[src/hw/rtl/rccc_pkg.sv]
package rccc_pkg;

  // channel plan
  localparam int unsigned CHANNEL_BASE = 11;
  localparam int unsigned NUM_CHANNELS = 16;
  localparam int unsigned IDX_W        = $clog2(NUM_CHANNELS);

  localparam logic [IDX_W-1:0] IDX_RESET = IDX_W'(4 % NUM_CHANNELS);
  localparam logic [IDX_W-1:0] IDX_LAST  = IDX_W'(NUM_CHANNELS - 1);
  localparam logic [7:0]       CHAN_LO   = 8'(CHANNEL_BASE);
  localparam logic [7:0]       CHAN_HI   = 8'(CHANNEL_BASE + NUM_CHANNELS - 1);

  // item modes
  localparam logic [1:0] MODE_CHAR   = 2'd0;
  localparam logic [1:0] MODE_BUTTON = 2'd1;
  localparam logic [1:0] MODE_TICK   = 2'd2;
  localparam logic [1:0] MODE_RX     = 2'd3;

  // report codes
  localparam logic [1:0] REP_NONE    = 2'd0;
  localparam logic [1:0] REP_CHANGED = 2'd1;
  localparam logic [1:0] REP_QUERY   = 2'd2;
  localparam logic [1:0] REP_INVALID = 2'd3;

  // command characters
  localparam logic [7:0] CH_PLUS  = 8'h2B;
  localparam logic [7:0] CH_N_LO  = 8'h6E;
  localparam logic [7:0] CH_N_UP  = 8'h4E;
  localparam logic [7:0] CH_MINUS = 8'h2D;
  localparam logic [7:0] CH_P_LO  = 8'h70;
  localparam logic [7:0] CH_P_UP  = 8'h50;
  localparam logic [7:0] CH_QUERY = 8'h3F;
  localparam logic [7:0] CH_ZERO  = 8'h30;
  localparam logic [7:0] CH_NINE  = 8'h39;
  localparam logic [7:0] CH_CR    = 8'h0D;
  localparam logic [7:0] CH_LF    = 8'h0A;

  // register map
  localparam logic [1:0] REG_DEBOUNCE   = 2'd0;
  localparam logic [1:0] REG_BLINK_HALF = 2'd1;
  localparam logic [7:0] DEBOUNCE_RESET   = 8'd50;
  localparam logic [7:0] BLINK_HALF_RESET = 8'd30;

  // blink sequence lengths in LED toggles
  localparam logic [2:0] TOGGLES_SWITCH = 3'd4;
  localparam logic [2:0] TOGGLES_RX     = 3'd2;

  typedef struct packed {
    logic [1:0] mode;
    logic [7:0] char_code;
  } in_t;

  typedef struct packed {
    logic [4:0] channel;
    logic [1:0] report;
    logic       led_level;
  } out_t;

  // events handed to the blinker: tick and rx from the request, switched from the channel control
  typedef struct packed {
    logic tick;
    logic rx;
    logic switched;
  } blink_req_t;

endpackage

[src/hw/rtl/radio_channel_command_control.sv]
// Radio channel command control.
// Input channel (in_valid_i / in_stall_o / in_req_i): one request per serial
// character, button press, millisecond tick or packet-received event.
// Output channel (out_valid_o / out_stall_i / out_rsp_o): exactly one response
// per request, in order: current channel, report code and LED level.
// Config channel (cfg_valid_i / cfg_ready_o): index 0 debounce_ms, index 1
// blink_half_ms; always ready, write only while the block is idle.
// A request moves from the input register into the response register,
// from which it can leave. Throughput: one request per cycle while the
// output is not stalled; all the work for a request is one pass of short
// logic between the two registers.
// The state (channel, digit buffer, ms counter, blinker) commits at the edge
// where the request moves into the response register.
// Reset (async, active low): channel 15, no pending digits, counters zero,
// LED off, debounce_ms 50, blink_half_ms 30. No clearing pass is needed.
// Output stall: the response register holds; the input register fills and
// then in_stall_o rises, so at most two requests sit inside the block.
module radio_channel_command_control (
  input  logic           clk_i,
  input  logic           rst_ni,
  input  logic           in_valid_i,
  output logic           in_stall_o,
  input  rccc_pkg::in_t  in_req_i,
  output logic           out_valid_o,
  input  logic           out_stall_i,
  output rccc_pkg::out_t out_rsp_o,
  input  logic           cfg_valid_i,
  output logic           cfg_ready_o,
  input  logic [1:0]     cfg_index_i,
  input  logic [7:0]     cfg_data_i
);

  // input register
  logic          s1_valid_q, s1_valid_d;
  rccc_pkg::in_t s1_req_q;

  // response register
  logic           out_valid_q, out_valid_d;
  rccc_pkg::out_t out_q;

  // configuration
  logic [7:0] debounce_q, blink_half_q;

  logic                 out_free;
  logic                 advance;
  logic                 in_accept;
  logic [31:0]          ms_count;
  logic [4:0]           channel;
  logic [1:0]           report;
  logic                 switched;
  logic                 led;
  rccc_pkg::blink_req_t blink_req;

  assign out_free   = !out_valid_q || !out_stall_i;
  assign advance    = s1_valid_q && out_free;
  assign in_stall_o = s1_valid_q && !out_free;
  assign in_accept  = in_valid_i && !in_stall_o;

  assign s1_valid_d  = in_accept ? 1'b1 : (advance ? 1'b0 : s1_valid_q);
  assign out_valid_d = advance ? 1'b1 : (out_free ? 1'b0 : out_valid_q);

  rccc_chan_ctrl u_chan_ctrl (
    .clk_i         (clk_i),
    .rst_ni        (rst_ni),
    .en_i          (advance),
    .req_i         (s1_req_q),
    .ms_count_i    (ms_count),
    .debounce_ms_i (debounce_q),
    .channel_o     (channel),
    .report_o      (report),
    .switched_o    (switched)
  );

  assign blink_req.tick     = (s1_req_q.mode == rccc_pkg::MODE_TICK);
  assign blink_req.rx       = (s1_req_q.mode == rccc_pkg::MODE_RX);
  assign blink_req.switched = switched;

  rccc_blinker u_blinker (
    .clk_i           (clk_i),
    .rst_ni          (rst_ni),
    .en_i            (advance),
    .req_i           (blink_req),
    .blink_half_ms_i (blink_half_q),
    .ms_count_o      (ms_count),
    .led_o           (led)
  );

  always_ff @(posedge clk_i or negedge rst_ni) begin
    if (!rst_ni) begin
      s1_valid_q  <= 1'b0;
      out_valid_q <= 1'b0;
    end else begin
      s1_valid_q  <= s1_valid_d;
      out_valid_q <= out_valid_d;
    end
  end

  // payload registers, no reset
  always_ff @(posedge clk_i) begin
    if (in_accept) s1_req_q <= in_req_i;
    if (advance) begin
      out_q.channel   <= channel;
      out_q.report    <= report;
      out_q.led_level <= led;
    end
  end

  assign cfg_ready_o = 1'b1;

  always_ff @(posedge clk_i or negedge rst_ni) begin
    if (!rst_ni) begin
      debounce_q   <= rccc_pkg::DEBOUNCE_RESET;
      blink_half_q <= rccc_pkg::BLINK_HALF_RESET;
    end else if (cfg_valid_i && cfg_ready_o) begin
      case (cfg_index_i)
        rccc_pkg::REG_DEBOUNCE:   debounce_q   <= cfg_data_i;
        rccc_pkg::REG_BLINK_HALF: blink_half_q <= cfg_data_i;
        default: ;  // unmapped index, write dropped
      endcase
    end
  end

  assign out_valid_o = out_valid_q;
  assign out_rsp_o   = out_q;

endmodule

[src/hw/rtl/rccc_chan_ctrl.sv]
module rccc_chan_ctrl (
  input  logic                             clk_i,
  input  logic                             rst_ni,
  input  logic                             en_i,
  input  rccc_pkg::in_t                    req_i,
  input  logic [31:0]                      ms_count_i,
  input  logic [7:0]                       debounce_ms_i,
  output logic [4:0]                       channel_o,
  output logic [1:0]                       report_o,
  output logic                             switched_o
);

  logic [rccc_pkg::IDX_W-1:0] idx_q, idx_d;
  logic                       num_valid_q, num_valid_d;
  logic [7:0]                 num_acc_q, num_acc_d;
  logic [31:0]                last_press_q, last_press_d;

  logic [rccc_pkg::IDX_W-1:0] idx_up, idx_dn;
  logic [7:0]                 base;
  logic [11:0]                acc_next;
  logic [31:0]                since_press;
  logic [7:0]                 c;

  assign c      = req_i.char_code;
  assign idx_up = (idx_q == rccc_pkg::IDX_LAST) ? '0 : idx_q + rccc_pkg::IDX_W'(1);
  assign idx_dn = (idx_q == '0) ? rccc_pkg::IDX_LAST : idx_q - rccc_pkg::IDX_W'(1);
  assign base   = num_valid_q ? num_acc_q : 8'd0;
  assign acc_next = 12'(base) * 12'd10 + 12'(c - rccc_pkg::CH_ZERO);
  assign since_press = ms_count_i - last_press_q;

  always_comb begin
    idx_d        = idx_q;
    num_valid_d  = num_valid_q;
    num_acc_d    = num_acc_q;
    last_press_d = last_press_q;
    report_o     = rccc_pkg::REP_NONE;
    switched_o   = 1'b0;
    unique case (req_i.mode)
      rccc_pkg::MODE_CHAR: begin
        num_valid_d = 1'b0;
        num_acc_d   = 8'd0;
        unique case (c) inside
          rccc_pkg::CH_PLUS, rccc_pkg::CH_N_LO, rccc_pkg::CH_N_UP: begin
            idx_d      = idx_up;
            report_o   = rccc_pkg::REP_CHANGED;
            switched_o = 1'b1;
          end
          rccc_pkg::CH_MINUS, rccc_pkg::CH_P_LO, rccc_pkg::CH_P_UP: begin
            idx_d      = idx_dn;
            report_o   = rccc_pkg::REP_CHANGED;
            switched_o = 1'b1;
          end
          rccc_pkg::CH_QUERY: begin
            report_o = rccc_pkg::REP_QUERY;
          end
          [rccc_pkg::CH_ZERO:rccc_pkg::CH_NINE]: begin
            num_valid_d = 1'b1;
            num_acc_d   = (acc_next > 12'd255) ? 8'd255 : acc_next[7:0];
          end
          rccc_pkg::CH_CR, rccc_pkg::CH_LF: begin
            if (num_valid_q) begin
              if (num_acc_q >= rccc_pkg::CHAN_LO && num_acc_q <= rccc_pkg::CHAN_HI) begin
                idx_d      = rccc_pkg::IDX_W'(num_acc_q - rccc_pkg::CHAN_LO);
                report_o   = rccc_pkg::REP_CHANGED;
                switched_o = 1'b1;
              end else begin
                report_o = rccc_pkg::REP_INVALID;
              end
            end
          end
          default: ;  // any other character only drops the pending number
        endcase
      end
      rccc_pkg::MODE_BUTTON: begin
        if (since_press >= 32'(debounce_ms_i)) begin
          last_press_d = ms_count_i;
          idx_d        = idx_up;
          report_o     = rccc_pkg::REP_CHANGED;
          switched_o   = 1'b1;
        end
      end
      default: ;  // ticks and receive events leave the channel alone
    endcase
  end

  assign channel_o = 5'(rccc_pkg::CHANNEL_BASE + 32'(idx_d));

  always_ff @(posedge clk_i or negedge rst_ni) begin
    if (!rst_ni) begin
      idx_q        <= rccc_pkg::IDX_RESET;
      num_valid_q  <= 1'b0;
      num_acc_q    <= 8'd0;
      last_press_q <= 32'd0;
    end else if (en_i) begin
      idx_q        <= idx_d;
      num_valid_q  <= num_valid_d;
      num_acc_q    <= num_acc_d;
      last_press_q <= last_press_d;
    end
  end

endmodule

[src/hw/rtl/rccc_blinker.sv]
module rccc_blinker (
  input  logic                 clk_i,
  input  logic                 rst_ni,
  input  logic                 en_i,
  input  rccc_pkg::blink_req_t req_i,
  input  logic [7:0]           blink_half_ms_i,
  output logic [31:0]          ms_count_o,
  output logic                 led_o
);

  logic [31:0] ms_q, ms_d;
  logic [31:0] next_q, next_d;
  logic [2:0]  left_q, left_d;
  logic        sw_q, sw_d;
  logic        rx_q, rx_d;
  logic        led_q, led_d;

  logic [31:0] ms_inc;
  logic [31:0] due_diff;
  logic [31:0] due_at;
  logic [2:0]  left_start;
  logic        active;

  assign ms_inc = ms_q + 32'd1;

  always_comb begin
    ms_d   = ms_q;
    next_d = next_q;
    left_d = left_q;
    sw_d   = sw_q | req_i.switched;
    rx_d   = rx_q | req_i.rx;
    led_d  = led_q;

    // start a new sequence when idle; switch wins over receive
    active     = 1'b1;
    left_start = left_q;
    due_at     = next_q;
    if (left_q == 3'd0) begin
      due_at = ms_inc;
      if (sw_q) begin
        left_start = rccc_pkg::TOGGLES_SWITCH;
      end else if (rx_q) begin
        left_start = rccc_pkg::TOGGLES_RX;
      end else begin
        active = 1'b0;
      end
    end
    due_diff = ms_inc - due_at;

    if (req_i.tick) begin
      ms_d = ms_inc;
      if (active) begin
        if (left_q == 3'd0) begin
          if (sw_q) sw_d = 1'b0;
          else      rx_d = 1'b0;
        end
        left_d = left_start;
        next_d = due_at;
        if (!due_diff[31]) begin
          led_d  = ~led_q;
          left_d = left_start - 3'd1;
          next_d = ms_inc + 32'(blink_half_ms_i);
        end
      end
    end
  end

  assign ms_count_o = ms_q;
  assign led_o      = led_d;

  always_ff @(posedge clk_i or negedge rst_ni) begin
    if (!rst_ni) begin
      ms_q   <= 32'd0;
      next_q <= 32'd0;
      left_q <= 3'd0;
      sw_q   <= 1'b0;
      rx_q   <= 1'b0;
      led_q  <= 1'b0;
    end else if (en_i) begin
      ms_q   <= ms_d;
      next_q <= next_d;
      left_q <= left_d;
      sw_q   <= sw_d;
      rx_q   <= rx_d;
      led_q  <= led_d;
    end
  end

endmodule

[config.mk]
export PLATFORM = sky130hd
export DESIGN_NAME = radio_channel_command_control
export DESIGN_NICKNAME = d
export VERILOG_FILES = /design/src/hw/rtl/rccc_pkg.sv /design/src/hw/rtl/radio_channel_command_control.sv /design/src/hw/rtl/rccc_chan_ctrl.sv /design/src/hw/rtl/rccc_blinker.sv
export SDC_FILE = /design/constraint.sdc
export NUM_CORES = 1
export LEC_CHECK = 0
export ABC_AREA = 1
export ABC_CLOCK_PERIOD_IN_PS = 5000
export BUFFER_PORTS_ARGS = -buffer_cell sky130_fd_sc_hd__buf_2
export CORE_ASPECT_RATIO = 1.4
export CORE_UTILIZATION = 45
export CTS_CLUSTER_SIZE = 40
export DETAILED_ROUTE_END_ITERATION = 7
export PLACE_DENSITY = 0.63
export SYNTH_ARGS = -nofsm -noshare
export SYNTH_HDL_FRONTEND = slang
export SYNTH_SLANG_ARGS = --single-unit
[constraint.sdc]
create_clock -name clk_i -period 5 [get_ports clk_i]
set_input_delay 1 -clock clk_i [delete_from_list [all_inputs] [get_ports clk_i]]
set_output_delay 1 -clock clk_i [all_outputs]
set_load 0.02 [all_outputs]
==> impl_metrics.env <==
export IMPL_cts_inserted_buffers=17
export IMPL_vias=12300
export IMPL_ys_flop_type="dfrtp_1"
export IMPL_drc=0
export IMPL_track_usage=0.245
export IMPL_drv_slew=0
export IMPL_die_area_um2=29800
export IMPL_cts_tree="built"
export IMPL_grt_pass1_vias=12200
export IMPL_synthXorXnorAreaFrac=0.0434
export IMPL_crit_path_start="u_blinker.ms_count_o[10]"
export IMPL_finalSetupViolations=0
export IMPL_cts_htree_levels=4
export IMPL_core_area_um2=28500
export IMPL_worstPathMaxFanout=38
export IMPL_cts_buffer_depth=2
export IMPL_synthArstFlopShare=0.881
export IMPL_post_route_cells_drive_above_1_share=0.0723
export IMPL_period_minus_slack_ns=4.29
export IMPL_mostFrequentLayoutCells="nand2_1, inv_1, nor2_1, o21ai_0, dfrtp_1"
export IMPL_synth_edff_count=18
export IMPL_hold_class="flip-flop to flip-flop"
export IMPL_drtPass1Iterations=7
export IMPL_cp_required_ns=5.34
export IMPL_slew_headroom=0.479
export IMPL_ys_seq_area_frac=0.296
export IMPL_reg2reg_from="u_blinker.ms_count_o[10]"
export IMPL_cts_sinks=151
export IMPL_routabilityCongestion=0.936
export IMPL_grt_overflow_total=0
export IMPL_crit_path_start_kind="flip-flop"
export IMPL_critPathCaptureType="flip-flop"
export IMPL_crit_type="flip-flop to flip-flop"
export IMPL_ctsHoldBuffers=0
export IMPL_synth_warnings=0
export IMPL_port_buffer_count=34
export IMPL_antenna_found_initial=0
export IMPL_cts_setup_buffers=0
export IMPL_rsz0062_at_grt="false"
export IMPL_synthCells=1957
export IMPL_cts_clk_slew_worst_paths_ns=0.07
export IMPL_synth_top_family_by_area="simple AND/OR/NAND/NOR gates"
export IMPL_setup_tns_ns=0
export IMPL_fin_area_um2=14400
export IMPL_hold_violations=0
export IMPL_pre_cts_slack_ns=0.752
export IMPL_wl_per_cell_um=14.5
export IMPL_layout_worst_path_cycle_share=0.859
export IMPL_ant_nets=0
export IMPL_drt_wl_total_um=34600
export IMPL_ir_drop_mv=0.295
export IMPL_row_count=73
export IMPL_grt_pass1_wl_um=58500
export IMPL_yosys_area_share_simple=0.322
export IMPL_leakagePower_uw=0.00766
export IMPL_io_pins=36
export IMPL_critPathCapture="u_blinker.next_q[31]"
export IMPL_hpwl_um=27500
export IMPL_status="completed"
export IMPL_cts_root_buf="clkbuf_16"
export IMPL_netlist_area_um2=13100
export IMPL_diodes=0
export IMPL_tightest_slew_ns=0.776
export IMPL_place_area_um2=13700
export IMPL_vias_per_cell=5.18
export IMPL_syn_nets=2096
export IMPL_r2r_end="u_blinker.next_q[31]"
export IMPL_cap_viol_max_count=0
export IMPL_synthAdderAreaFrac=0.111
export IMPL_grt_max_degree=59
export IMPL_initial_core_util=0.460
export IMPL_die_w_um=146
export IMPL_finClkSkew_ns=0.0139
export IMPL_die_y_um=204
export IMPL_yosys_cell_types_count=53
export IMPL_drt_iter0_markers=711
export IMPL_fmax_mhz=233
export IMPL_synthMuxAreaShare=0.00458
export IMPL_syn_to_final_growth_pct=9.55
export IMPL_rrSetupSlack_ns=0.71
export IMPL_synth_compound_area_frac=0.118
export IMPL_final_nets=2131
export IMPL_cts_resized=0
export IMPL_reg2reg_depth=22
export IMPL_clk_insertion_delay_late_ns=0.45
export IMPL_avgSynthCellArea_um2=6.69
export IMPL_crit_arrival_ns=4.63
export IMPL_p_per_area_nw_per_um2=450
export IMPL_final_common_cell="nand2_1"
export IMPL_finalWorstSetupSlack_ns=0.707
export IMPL_synth_ff_latch_count=151
-- metal layers --
| layer | up-vias | share of wire | GRT usage |
|---|---|---|---|
| li1 | 6347 | - | - |
| met1 | 5701 | 0.43 | 0.279 |
| met2 | 211 | 0.52 | 0.460 |
| met3 | 63 | 0.022 | 0.0272 |
| met4 | 0 | 0.031 | 0.105 |
| met5 | - | 0 | 0 |
-- Yosys cell counts, types with 3 or more instances --
library cell,instances,area (µm²)
dfstp_2,8,210
dfrtp_1,125,3130
nand2_1,644,2420
nor3_1,39,195
nand2_2,8,50.1
o21bai_1,8,60.1
o22ai_1,5,31.3
o21ai_1,27,135
a21o_1,3,22.5
ha_1,110,1380
a211oi_1,5,37.5
o211ai_1,4,30.0
buf_1,3,11.3
clkinv_1,4,15.0
inv_2,5,18.8
nand3_1,98,490
a31oi_1,6,37.5
nand3b_1,7,52.6
fa_1,4,80.1
mux2i_1,6,60.1
and2_1,6,37.5
nor2_1,138,518
nand3_2,4,40.0
nand4_1,28,175
xor2_1,50,438
xnor2_1,13,114
buf_4,4,30.0
nor4_1,8,50.1
buf_2,7,35.0
o21ai_0,130,651
nor2_2,6,37.5
edfxtp_1,18,541
buf_6,6,67.6
inv_1,296,1110
a21oi_1,70,350
clkbuf_1,19,71.3
nor2_4,4,45.0
o211ai_2,11,138
-- cell families after synthesis --
logic type | Yosys count
buf+inv | 344
fa+ha+maj | 114
flops | 151
simple gates | 1001
other cells | 1
xor+xnor | 64
mux | 6
compound gates | 276
-- worst max-delay path, cell delays in order, from the launching register on --
cell and delay [ns]:
dfrtp_1 0.51, inv_1 0.14, nor4_1 0.46, nand2_1 0.09, nor4_1 0.37, or2_2 0.19
nand2_1 0.14, nand2_1 0.09, o21ai_0 0.11, ha_1 0.31, a21oi_1 0.15, nor2_1 0.06
a211oi_1 0.19, o221ai_1 0.15, a21oi_1 0.21, nand2_1 0.09, nand2_1 0.07, nand2_2 0.07
inv_2 0.04, buf_4 0.43, nand3_1 0.15, nand3_1 0.12, nand2_1 0.06
-- stage by stage --
stage	power (µW)	utilization	hold slack (ns)	instances
after detailed placement	5060	0.481	0.460	2348
final	6460	0.504	0.473	2380
after global placement	4970	0.481	0.457	2348
after floorplan	4290	-	0.444	1957
after CTS	6520	0.504	0.479	2380
after global routing	7100	0.504	0.500	2380
-- power by group --
group / switching, µW / total, µW / internal, µW
sequential: 199 / 1730 / 1530
combinational: 2120 / 3310 / 1190
clock: 567 / 1430 / 860
-- state kept, by name (all words and copies together) (netlist names), 3 cells and up --
signal and count:
out_rsp_o 8, u_chan_ctrl.num_acc_q 8, s1_req_q 10, u_blinker.next_q 32
u_blinker.left_q 3, u_chan_ctrl.last_press_q 32, blink_half_q 8, u_chan_ctrl.idx_q 4
debounce_q 8, u_blinker.ms_count_o 32
-- how the worst min path moves through the flow --
| stage | startpoint | endpoint | cells after the start | slack, ns |
|---|---|---|---|---|
| after floorplan | u_blinker.next_q[26] | u_blinker.next_q[26] | 2 | 0.44 |
| after global placement | u_blinker.next_q[20] | u_blinker.next_q[20] | 2 | 0.46 |
| after detailed placement | u_blinker.next_q[29] | u_blinker.next_q[29] | 2 | 0.46 |
| after CTS | u_blinker.next_q[19] | u_blinker.next_q[19] | 2 | 0.48 |
| after global routing | u_blinker.next_q[27] | u_blinker.next_q[27] | 2 | 0.50 |
| final | u_blinker.next_q[15] | u_blinker.next_q[15] | 2 | 0.47 |
-- layout make-up --
| cell class | count | area (µm²) |
|---|---|---|
| Multi-Input combinational cell | 1462 | 7870 |
| Timing Repair Buffer | 55 | 334 |
| Clock buffer | 19 | 475 |
| Sequential cell | 151 | 3880 |
| Inverter | 305 | 1140 |
| Fill cell | 2907 | 14100 |
| Tap cell | 375 | 469 |
| Clock inverter | 13 | 178 |
Power figures use the tool's default switching activity.
